$ cat config.mk
export PLATFORM = sky130hd
export DESIGN_NAME = stepper_half_step_angle_tracker
export DESIGN_NICKNAME = d
export VERILOG_FILES = /design/src/hw/rtl/shsat_pkg.sv /design/src/hw/rtl/shsat_next_state.sv /design/src/hw/rtl/stepper_half_step_angle_tracker.sv
export SDC_FILE = /design/constraint.sdc
export NUM_CORES = 1
export LEC_CHECK = 0
export BUFFER_PORTS_ARGS = -buffer_cell sky130_fd_sc_hd__buf_4
export CORE_MARGIN = 8
export CORE_UTILIZATION = 55
export CTS_BUF_LIST = sky130_fd_sc_hd__clkbuf_8
export CTS_CLUSTER_SIZE = 10
export DETAILED_ROUTE_END_ITERATION = 8
export GPL_TIMING_DRIVEN = 0
export HOLD_SLACK_MARGIN = 0.15
export PLACE_DENSITY = 0.79
export SYNTH_ARGS = -nofsm -noshare
export SYNTH_HDL_FRONTEND = slang
export SYNTH_SLANG_ARGS = --single-unit
$ cat constraint.sdc
create_clock -name i_clk -period 2.14 [get_ports i_clk]
set_input_delay 0.321 -clock i_clk [delete_from_list [all_inputs] [get_ports i_clk]]
set_output_delay 0.321 -clock i_clk [all_outputs]
set_load 0.01 [all_outputs]
$ cat src/hw/rtl/shsat_pkg.sv
// Package for the stepper half-step angle tracker.
// Holds the operation codes, the motor state type and the half-step coil tables.
// No dependencies.
`default_nettype none

package shsat_pkg;

    localparam int unsigned ANGLE_W  = 16;
    localparam int unsigned TARGET_W = 17;
    localparam int unsigned PHASE_W  = 3;
    localparam int unsigned COILS_W  = 4;

    localparam logic [ANGLE_W-1:0]  STEP_ANGLE      = 16'd9;
    localparam logic [ANGLE_W-1:0]  FULL_TURN_LESS  = 16'd35991;
    localparam logic [TARGET_W-1:0] STEP_REMAIN     = 17'd9;
    localparam logic [COILS_W-1:0]  COIL_A          = 4'd1;

    typedef enum logic [1:0] {
        OP_STEP   = 2'd0,
        OP_TOGGLE = 2'd1,
        OP_MOVE   = 2'd2,
        OP_ZERO   = 2'd3
    } t_op;

    typedef struct packed {
        logic                run_enable;
        logic [PHASE_W-1:0]  phase;
        logic [ANGLE_W-1:0]  shaft_angle;
        logic [TARGET_W-1:0] remaining;
        logic                target_mode;
        logic [COILS_W-1:0]  coil_state;
    } t_state;

    function automatic logic [COILS_W-1:0] fwd_coils(input logic [PHASE_W-1:0] p);
        logic [COILS_W-1:0] c;
        case (p)
            3'd0: c = 4'd1;
            3'd1: c = 4'd3;
            3'd2: c = 4'd2;
            3'd3: c = 4'd6;
            3'd4: c = 4'd4;
            3'd5: c = 4'd12;
            3'd6: c = 4'd8;
            3'd7: c = 4'd9;
            default: c = 4'd1;
        endcase
        return c;
    endfunction

    function automatic logic [COILS_W-1:0] rev_coils(input logic [PHASE_W-1:0] p);
        logic [COILS_W-1:0] c;
        case (p)
            3'd0: c = 4'd1;
            3'd1: c = 4'd9;
            3'd2: c = 4'd8;
            3'd3: c = 4'd12;
            3'd4: c = 4'd4;
            3'd5: c = 4'd6;
            3'd6: c = 4'd2;
            3'd7: c = 4'd3;
            default: c = 4'd1;
        endcase
        return c;
    endfunction

endpackage

`default_nettype wire

$ cat src/hw/rtl/shsat_next_state.sv
// Next-state logic of the stepper half-step angle tracker.
// Computes the state after one request and the target-reached flag; uses shsat_pkg.
`default_nettype none

module shsat_next_state (
    input  wire shsat_pkg::t_state                      i_state,
    input  wire logic [1:0]                             i_operation,
    input  wire logic [shsat_pkg::TARGET_W-1:0]         i_target_angle,
    input  wire logic                                   i_reverse_direction,
    output shsat_pkg::t_state                           o_state,
    output logic                                        o_target_reached
);

    shsat_pkg::t_state        stepped;
    logic [shsat_pkg::ANGLE_W-1:0] angle_fwd;

    always_comb begin
        stepped   = i_state;
        angle_fwd = i_state.shaft_angle + shsat_pkg::STEP_ANGLE;
        if (i_reverse_direction) begin
            stepped.coil_state = shsat_pkg::rev_coils(i_state.phase);
            if (i_state.shaft_angle >= shsat_pkg::STEP_ANGLE) begin
                stepped.shaft_angle = i_state.shaft_angle - shsat_pkg::STEP_ANGLE;
            end else begin
                stepped.shaft_angle = i_state.shaft_angle + shsat_pkg::FULL_TURN_LESS;
            end
        end else begin
            stepped.coil_state = shsat_pkg::fwd_coils(i_state.phase);
            if (i_state.shaft_angle >= shsat_pkg::FULL_TURN_LESS) begin
                stepped.shaft_angle = i_state.shaft_angle - shsat_pkg::FULL_TURN_LESS;
            end else begin
                stepped.shaft_angle = angle_fwd;
            end
        end
        stepped.phase = i_state.phase + 3'd1;
    end

    always_comb begin
        o_state          = i_state;
        o_target_reached = 1'b0;
        case (shsat_pkg::t_op'(i_operation))
            shsat_pkg::OP_STEP: begin
                if (i_state.run_enable) begin
                    if (i_state.target_mode &&
                        i_state.remaining <= shsat_pkg::STEP_REMAIN) begin
                        // The move ends here; a step is taken only if something remained.
                        if (i_state.remaining != '0) begin
                            o_state.phase       = stepped.phase;
                            o_state.shaft_angle = stepped.shaft_angle;
                        end
                        o_state.remaining   = '0;
                        o_state.target_mode = 1'b0;
                        o_state.run_enable  = 1'b0;
                        o_state.coil_state  = shsat_pkg::COIL_A;
                        o_target_reached    = 1'b1;
                    end else begin
                        o_state = stepped;
                        if (i_state.target_mode) begin
                            o_state.remaining = i_state.remaining - shsat_pkg::STEP_REMAIN;
                        end
                    end
                end
            end
            shsat_pkg::OP_TOGGLE: begin
                o_state.run_enable = ~i_state.run_enable;
                o_state.phase      = '0;
                o_state.coil_state = shsat_pkg::COIL_A;
            end
            shsat_pkg::OP_MOVE: begin
                o_state.remaining   = i_target_angle;
                o_state.target_mode = 1'b1;
                o_state.run_enable  = 1'b1;
            end
            shsat_pkg::OP_ZERO: begin
                o_state.shaft_angle = '0;
            end
            default: begin
                o_state = i_state;
            end
        endcase
    end

endmodule

`default_nettype wire

$ cat src/hw/rtl/stepper_half_step_angle_tracker.sv
// Top level of the stepper half-step angle tracker.
// Input register, next-state logic (shsat_next_state) and result register; uses shsat_pkg.
//
// Channel   Direction  Handshake                    Payload
// request   in         i_in_valid / o_in_ready      i_operation, i_target_angle
// result    out        o_out_valid / i_out_ready    o_coils, o_angle, o_running,
//                                                   o_target_reached
// config    in         i_cfg_we                     i_cfg_data
//
// One request is taken per cycle while the result is not stalled; its result is valid once it
// has passed the input register and been written into the result register.
// The request passes an input register, then the next-state logic, whose result is the
// motor state register itself, shown on the result ports.
// Reset is synchronous and active low; it clears both valid flags and the motor state.
// A stalled result holds the state; an empty input register still takes one request,
// and further requests wait.
`default_nettype none

module stepper_half_step_angle_tracker (
    input  wire logic                                i_clk,
    input  wire logic                                i_rst_n,
    input  wire logic                                i_in_valid,
    output logic                                     o_in_ready,
    input  wire logic [1:0]                          i_operation,
    input  wire logic [shsat_pkg::TARGET_W-1:0]      i_target_angle,
    output logic                                     o_out_valid,
    input  wire logic                                i_out_ready,
    output logic [shsat_pkg::COILS_W-1:0]            o_coils,
    output logic [shsat_pkg::ANGLE_W-1:0]            o_angle,
    output logic                                     o_running,
    output logic                                     o_target_reached,
    input  wire logic                                i_cfg_we,
    input  wire logic                                i_cfg_data
);

    logic                               r_in_valid;
    logic [1:0]                         r_operation;
    logic [shsat_pkg::TARGET_W-1:0]     r_target_angle;
    logic                               r_reverse_direction;
    shsat_pkg::t_state                  r_state;
    shsat_pkg::t_state                  n_state;
    logic                               r_target_reached;
    logic                               n_target_reached;
    logic                               r_out_valid;
    logic                               advance;

    assign advance    = ~r_out_valid | i_out_ready;
    assign o_in_ready = ~r_in_valid | advance;

    shsat_next_state u_next_state (
        .i_state             (r_state),
        .i_operation         (r_operation),
        .i_target_angle      (r_target_angle),
        .i_reverse_direction (r_reverse_direction),
        .o_state             (n_state),
        .o_target_reached    (n_target_reached)
    );

    always_ff @(posedge i_clk) begin
        if (!i_rst_n) begin
            r_reverse_direction <= 1'b0;
        end else if (i_cfg_we) begin
            r_reverse_direction <= i_cfg_data;
        end
    end

    always_ff @(posedge i_clk) begin
        if (!i_rst_n) begin
            r_in_valid <= 1'b0;
        end else if (o_in_ready) begin
            r_in_valid <= i_in_valid;
        end
    end

    always_ff @(posedge i_clk) begin
        if (o_in_ready && i_in_valid) begin
            r_operation    <= i_operation;
            r_target_angle <= i_target_angle;
        end
    end

    always_ff @(posedge i_clk) begin
        if (!i_rst_n) begin
            r_out_valid      <= 1'b0;
            r_target_reached <= 1'b0;
            r_state.run_enable  <= 1'b0;
            r_state.phase       <= '0;
            r_state.shaft_angle <= '0;
            r_state.remaining   <= '0;
            r_state.target_mode <= 1'b0;
            r_state.coil_state  <= shsat_pkg::COIL_A;
        end else if (advance) begin
            r_out_valid <= r_in_valid;
            if (r_in_valid) begin
                r_state          <= n_state;
                r_target_reached <= n_target_reached;
            end
        end
    end

    assign o_out_valid      = r_out_valid;
    assign o_coils          = r_state.coil_state;
    assign o_angle          = r_state.shaft_angle;
    assign o_running        = r_state.run_enable;
    assign o_target_reached = r_target_reached;

endmodule

`default_nettype wire
Word level (Yosys, flattened, before mapping)
Memories as Yosys holds them, arrays and structs flattened. A register that Yosys moved wholly into a read port is not among the register bits.
Cells that the tools add are included.
W data, S select, Z words.
- bits in registers: 65
- bits in latches: 0
- RAM bits: 0
- memory bits (read-only): 64
- input port bits: 25
- output and inout bits: 24
- memories kept: 2
- memories (memory ; depth ; width ; rd ports ; clocked after Yosys merged registers in ; write ports ; line ; RTL):
    (no name shown) ; 8 ; 4 ; 1 ; 1 ; 0 ; shsat_pkg.sv:52 ; case (p)
    (no name shown) ; 8 ; 4 ; 1 ; 1 ; 0 ; shsat_pkg.sv:36 ; case (p)
- add/sub/neg operators: 6
- multiply operators: 0
- div/mod/pow operators: 0
- magnitude comparators: 3
- eq/ne operators: 7
- shift-type cells: 0
- mux-type cells: 20
- bitwise operators: 5
- reduce and logical (&&, ||, !) cells: 15
- operators by type and width (operator ; count):
    $mux W42 ; 2
    $mux W16 ; 3
    $pmux W18 S2 ; 1
    $pmux W16 S2 ; 1
    $reduce_and A5 Y1 ; 4
    $mux W19 ; 1
    $le A17 B4 Y1 const B ; 1
    $mux W17 ; 1
    $reduce_bool A17 Y1 ; 1
    $sub A17 B4 Y17 const B ; 1
    $add A16 B16 Y16 const B ; 1
    $add A16 B4 Y16 const B ; 1
    $ge A16 B16 Y1 const B ; 1
    $ge A16 B4 Y1 const B ; 1
    $sub A16 B16 Y16 const B ; 1
    $sub A16 B4 Y16 const B ; 1
    $mux W3 ; 4
    $pmux W4 S2 ; 1
    $pmux W3 S2 ; 1
    $reduce_bool A2 Y1 ; 3
    $eq A2 B2 Y1 const B ; 2
    $mux W4 ; 1
    $reduce_and A4 Y1 ; 1
    $add A3 B1 Y3 const B ; 1
    other kinds (14) ; 20

Depth between registers and ports, before layout
- word-level depth: 9
- depth in mapped cells: 9
- depth with buffers taken out: 8

Hierarchy
Synthesis repeated with hierarchy kept, for this count alone.
- cell total of the unflattened synthesis: 624
- area total of the unflattened synthesis: 4981.0 um^2
- modules (own cells, without submodules) (module ; instances ; cells an instance ; area each (um^2) ; sequential area each (um^2)):
    stepper_half_step_angle_tracker ; 1 ; 238 ; 2590.0 ; 1491.4
    shsat_next_state ; 1 ; 386 ; 2391.0 ; 0.0

Worst setup path before layout
No wires, ideal clock.
- path kind: register -> register
- start: reg r_state, in the netlist o_angle[0]
- end: reg r_state, in the netlist o_angle[5]
- arrival time: 2.046 ns
- setup slack: 0.015 ns
- cell stages (with the launch flop): 8
- buffers on the path: 0
- cell sequence: dfxtp_1 > ha_1 > a21oi_1 > o211a_1 > o31ai_1 > mux2_2 > a211o_1 > o211ai_1
- longest elaborated chain between the ends: 7
- ends and longest elaborated chain (what ; line ; RTL):
    start, declared ; stepper_half_step_angle_tracker.sv:40 ; shsat_pkg::t_state r_state;
    start signal, assigned ; stepper_half_step_angle_tracker.sv:95 ; r_state <= n_state;
    $add A16 B4 Y16 (tied with other cells) ; shsat_next_state.sv:19 ; angle_fwd = i_state.shaft_angle + shsat_pkg::STEP_ANGLE;
    $mux W16, on equally long branches ; shsat_next_state.sv:29, shsat_next_state.sv:22 ;
    $mux W16 (*) ; shsat_next_state.sv:20 ; if (i_reverse_direction) begin
    $mux W19 ; shsat_next_state.sv:47 ; if (i_state.remaining != '0) begin
    $mux W42 (*) ; shsat_next_state.sv:44 ; if (i_state.target_mode &&
    $mux W42 (*) ; shsat_next_state.sv:43 ; if (i_state.run_enable) begin
    $pmux W16 S2 (*) ; shsat_next_state.sv:41 ; case (shsat_pkg::t_op'(i_operation))
Mark *: on every way between the ends. The rest lies on a longest branch, timed or not. The select of a mux whose other input is x is not followed.
A chain may end at the register's enable or synchronous reset.

Worst setup path in the final report
- start: reg r_state[6] (netlist bit)
- end: reg r_state[16] (netlist bit)
- longest elaborated chain between the ends: 5
- ends and longest elaborated chain (what ; line):
    $sub A17 B4 Y17 or $le A17 B4 Y1 (tied branches) ; shsat_next_state.sv:59, shsat_next_state.sv:45
    $mux W17 or $logic_and A1 B1 Y1 (tied branches) ; shsat_next_state.sv:58, shsat_next_state.sv:44
    $mux W42 ; shsat_next_state.sv:44
    $mux W42 ; shsat_next_state.sv:43
    $pmux W18 S2 ; shsat_next_state.sv:41
Parallel ways exist; a longest one is shown, timed or not. The select of a mux whose other input is x is not followed.

==> summary.md <==
| Metric | Value |
|---|---|
| Worst Path Arrival | `around 2500 ps` |
| Post-route cell area | `6010 um^2` |
| Worst r2r src | `r_state[6]` |
| Slowest-stage cell, CP | `dfxtp_2` |
| MaxCap Viol Count | `0` |
| Maximum buffer depth of the clock tree | `2` |
| Die Wd | `~110 um` |
| Routability cong. | `~0.94` |
| Antenna violations before repair | `0` |
| Overflow left after global routing | `0` |
| # diodes | `0` |
| Crit path max-delay family | `compound AO/OA/AOI/OAI gates` |
| Num CTS Buffers | `9` |
| Sequential element share of the synthesized area | `between 30% and 40%` |
| Die Ht | `about 110 um` |
| P per Cell Area | `468 nW/um^2` |
| Vias per Instance | `between 6 and 7` |
| Synth Net Count | `between 500 and 600` |
| Share of synthesized cell area in and, or, nand and nor gates | `approximately 24%` |
| Crit path launch type | `register` |
| Slew margin rel. | `between 40 and 50%` |
| FMAX | `447 MHz` |
| WL/cell | `roughly 20 um` |
| Antenna viol nets, final | `0` |
| Final core utilization | `around 78%` |
| Total track usage | `between 20% and 30%` |
| Mean Syn Cell Area | `8.51 um^2` |
| Peak VDD IR | `approximately 0.45 mV` |
| Post-synthesis adder-cell area fraction | `under 10%` |
| Setup-failing EPs final | `5` |
| Pins Over Slew Limit | `0` |
| Area grow syn2layout | `36.5%` |
| Synth top area cells | `dfxtp_1 (23%), edfxtp_1 (13%), nor2_1 (5.0%)` |
| Static leakage | `~2.4 nW` |
| DP Cell Count | `around 670` |
| First-pass iteration count of the detailed router | `6` |
| Most common cell after layout, fill and taps aside | `buf_4` |
| Post-Synth XOR/XNOR Area | `less than 1%` |
| Total count of hold-check failures in the final report | `0` |
| Insertion delay to the later sink of the worst-skew pair | `roughly 360 ps` |
| CP Capture Type | `register` |
| Post-DP Area | `slightly below 5000 um^2` |
| Failing checks | `negative setup slack` |
| Min Tclk post-route | `2240 ps` |
| Area share of the largest cell type after synthesis | `a little under a quarter` |
| Vias in the first global route | `about 4400` |
| DRC viols | `0` |
| Top FF cell, synth | `dfxtp_1` |
| Post-synthesis compound-gate area fraction | `~25%` |
| Mapped Area | `4400 um^2` |
| Most frequent cells in the layout | `buf_4 (106), nor2_1 (53), nand2_1 (41)` |
| Worst path required time | `roughly 2400 ps` |
| Core area | `7730 um^2` |
| Layout Nets | `roughly 670` |
| Crit path max fanout | `5` |
| YS warnings | `0` |
| Initial Util | `between 50 and 60%` |
| Largest net degree at the start of global routing | `20` |
| Setup TNS | `-311 ps` |
| CP max stage delay | `approximately 370 ps` |
| Worst Tran Pin Value | `863 ps` |
| Worst-path cell chain | `inv_1 -> ha_1 -> o21ba_2 -> o21ai_2 -> a311o_1 -> buf_2 -> o21ai_0 -> nand2_1 -> a21oi_1` |
| DIE AREA | `between 10000 and 15000 um^2` |
| First-pass GRT wire length | `between 20000 and 25000 um` |
| RSZ-0062 raised after global routing | `true` |
| Origin of the worst min-delay path | `i_in_valid` |
| Largest family of logic cells by synthesized area | `compound AO/OA/AOI/OAI gates` |
| Multiplexer area fraction after synthesis | `~2.2%` |
| Status | `finished with violations` |
| Layout cells sized above 1 | `36.8%` |
| Worst setup startpoint | `r_state[6]` |
| Port bufs | `48` |
| Area leader, netlist | `dfxtp_1` |
| WL final | `between 10000 and 15000 um` |
| Root buffer cell | `clkbuf_8` |
| Worst slack, placed | `-540 ps` |
| Period Utilization, post-route | `105%` |
| #FFs+latches synth | `69` |
| Library cells used by synthesis | `80` |
| Sink Count | `just under 70` |
| IO Pins | `between 40 and 50` |
| Kind of critical path | `reg -> reg` |
| Post-synth EDFFs | `19` |
| Cells after synthesis | `517` |
| Clk slew on worst S/H paths | `about 80 ps` |
| Final worst slack | `-96.8 ps` |
| Worst Clk Skew | `approximately 11 ps` |
| Overall power | `approximately 2.8 mW` |
| Worst Hold Slack | `about 200 ps` |
| HPWL Detailed | `around 9700 um` |
| CTS tree | `built` |
| Initial DRC Count | `around 560` |
| Min-delay worst type | `in -> reg` |
| Asr flop ratio synth | `0%` |
| # rows | `32` |
| Finished Layout Cells | `roughly 740` |
| H-tree Lvls | `3` |
| Number of buffers and inverters on the critical path | `2` |
| Via count | `just under 5000` |
## tightest hold or removal path, cell delays in order
cell and delay [ps]:
buf_4 90, a21oi_1 40, nor2_1 70
## repair_timing
item / 4_1_cts / 5_1_grt
pin swaps: 9 / 28
setup endpoints to repair: 47 / 38
cloned: 0 / 1
endpoints found under the hold margin: 19 / 0
buffers inserted: 14 / 22
hold buffers: 19 / 0
resized for setup: 53 / 72
## routing by layer
| metal | part of all wire, % | global-route usage (%) |
|---|---|---|
| met5 | 0 | 0 |
| met4 | 3.0 | 8.36 |
| met3 | 11 | 4.99 |
| met2 | 46 | 38.5 |
| met1 | 41 | 33.8 |
## sequential cells by signal, summed over array words and instances, names as in the netlist, named ones only
name	cells
r_state	21
r_target_angle	17
o_angle	16
o_coils	4
r_operation	2
o_out_valid	1
o_running	1
o_target_reached	1
r_in_valid	1
r_reverse_direction	1
## final cells by class
class	instances	area, um^2
buffer	45	348
clock buffer	9	124
clock inverter	7	52.6
fill	519	1720
inverter	16	60.1
multi-input combinational	384	2870
sequential	69	1600
tap	102	128
timing repair buffer	104	830
## cell usage after synthesis, types with 4 or more instances
cell,number
o21a_1,5
o21ai_1,7
a221oi_1,5
dfxtp_1,50
a211oi_1,8
nand2b_1,9
nand4_1,9
or3_1,11
a21oi_1,35
a31oi_1,9
a22oi_1,8
nand3_1,14
nand2_1,42
mux2i_1,5
buf_2,4
nor2b_1,5
buf_4,21
nor2_1,59
a211o_1,4
o21ai_0,22
clkbuf_8,4
nor4_1,4
a21o_1,5
and3_1,4
mux2_2,4
nor3_1,12
clkbuf_1,15
inv_1,15
or4_1,6
o31ai_1,6
ha_1,12
and2_1,6
edfxtp_1,19
## cell families after synthesis
| group | after synthesis |
|---|---|
| AOI/OAI and AO/OA | 155 |
| xor gates and xnor gates | 3 |
| adders and majority gates | 12 |
| buffers and inverters | 64 |
| DFF | 69 |
| muxes | 9 |
| and+or+nand+nor | 205 |
## power breakdown
| part | leakage [nW] | switching [mW] | internal, mW |
|---|---|---|---|
| registers | 0.597 | 0.0286 | 1.37 |
| clock network | 0.0832 | 0.554 | 0.424 |
| logic | 1.69 | 0.240 | 0.194 |
## worst paths after layout
check	end	slack [ps]	cells past startpoint
setup / recovery	r_state[16]	-100	9
hold reg to reg	o_target_reached	480	2
setup reg to reg	r_state[16]	-100	9
hold / removal	r_in_valid	200	3
Power figures use the tool's default switching activity.
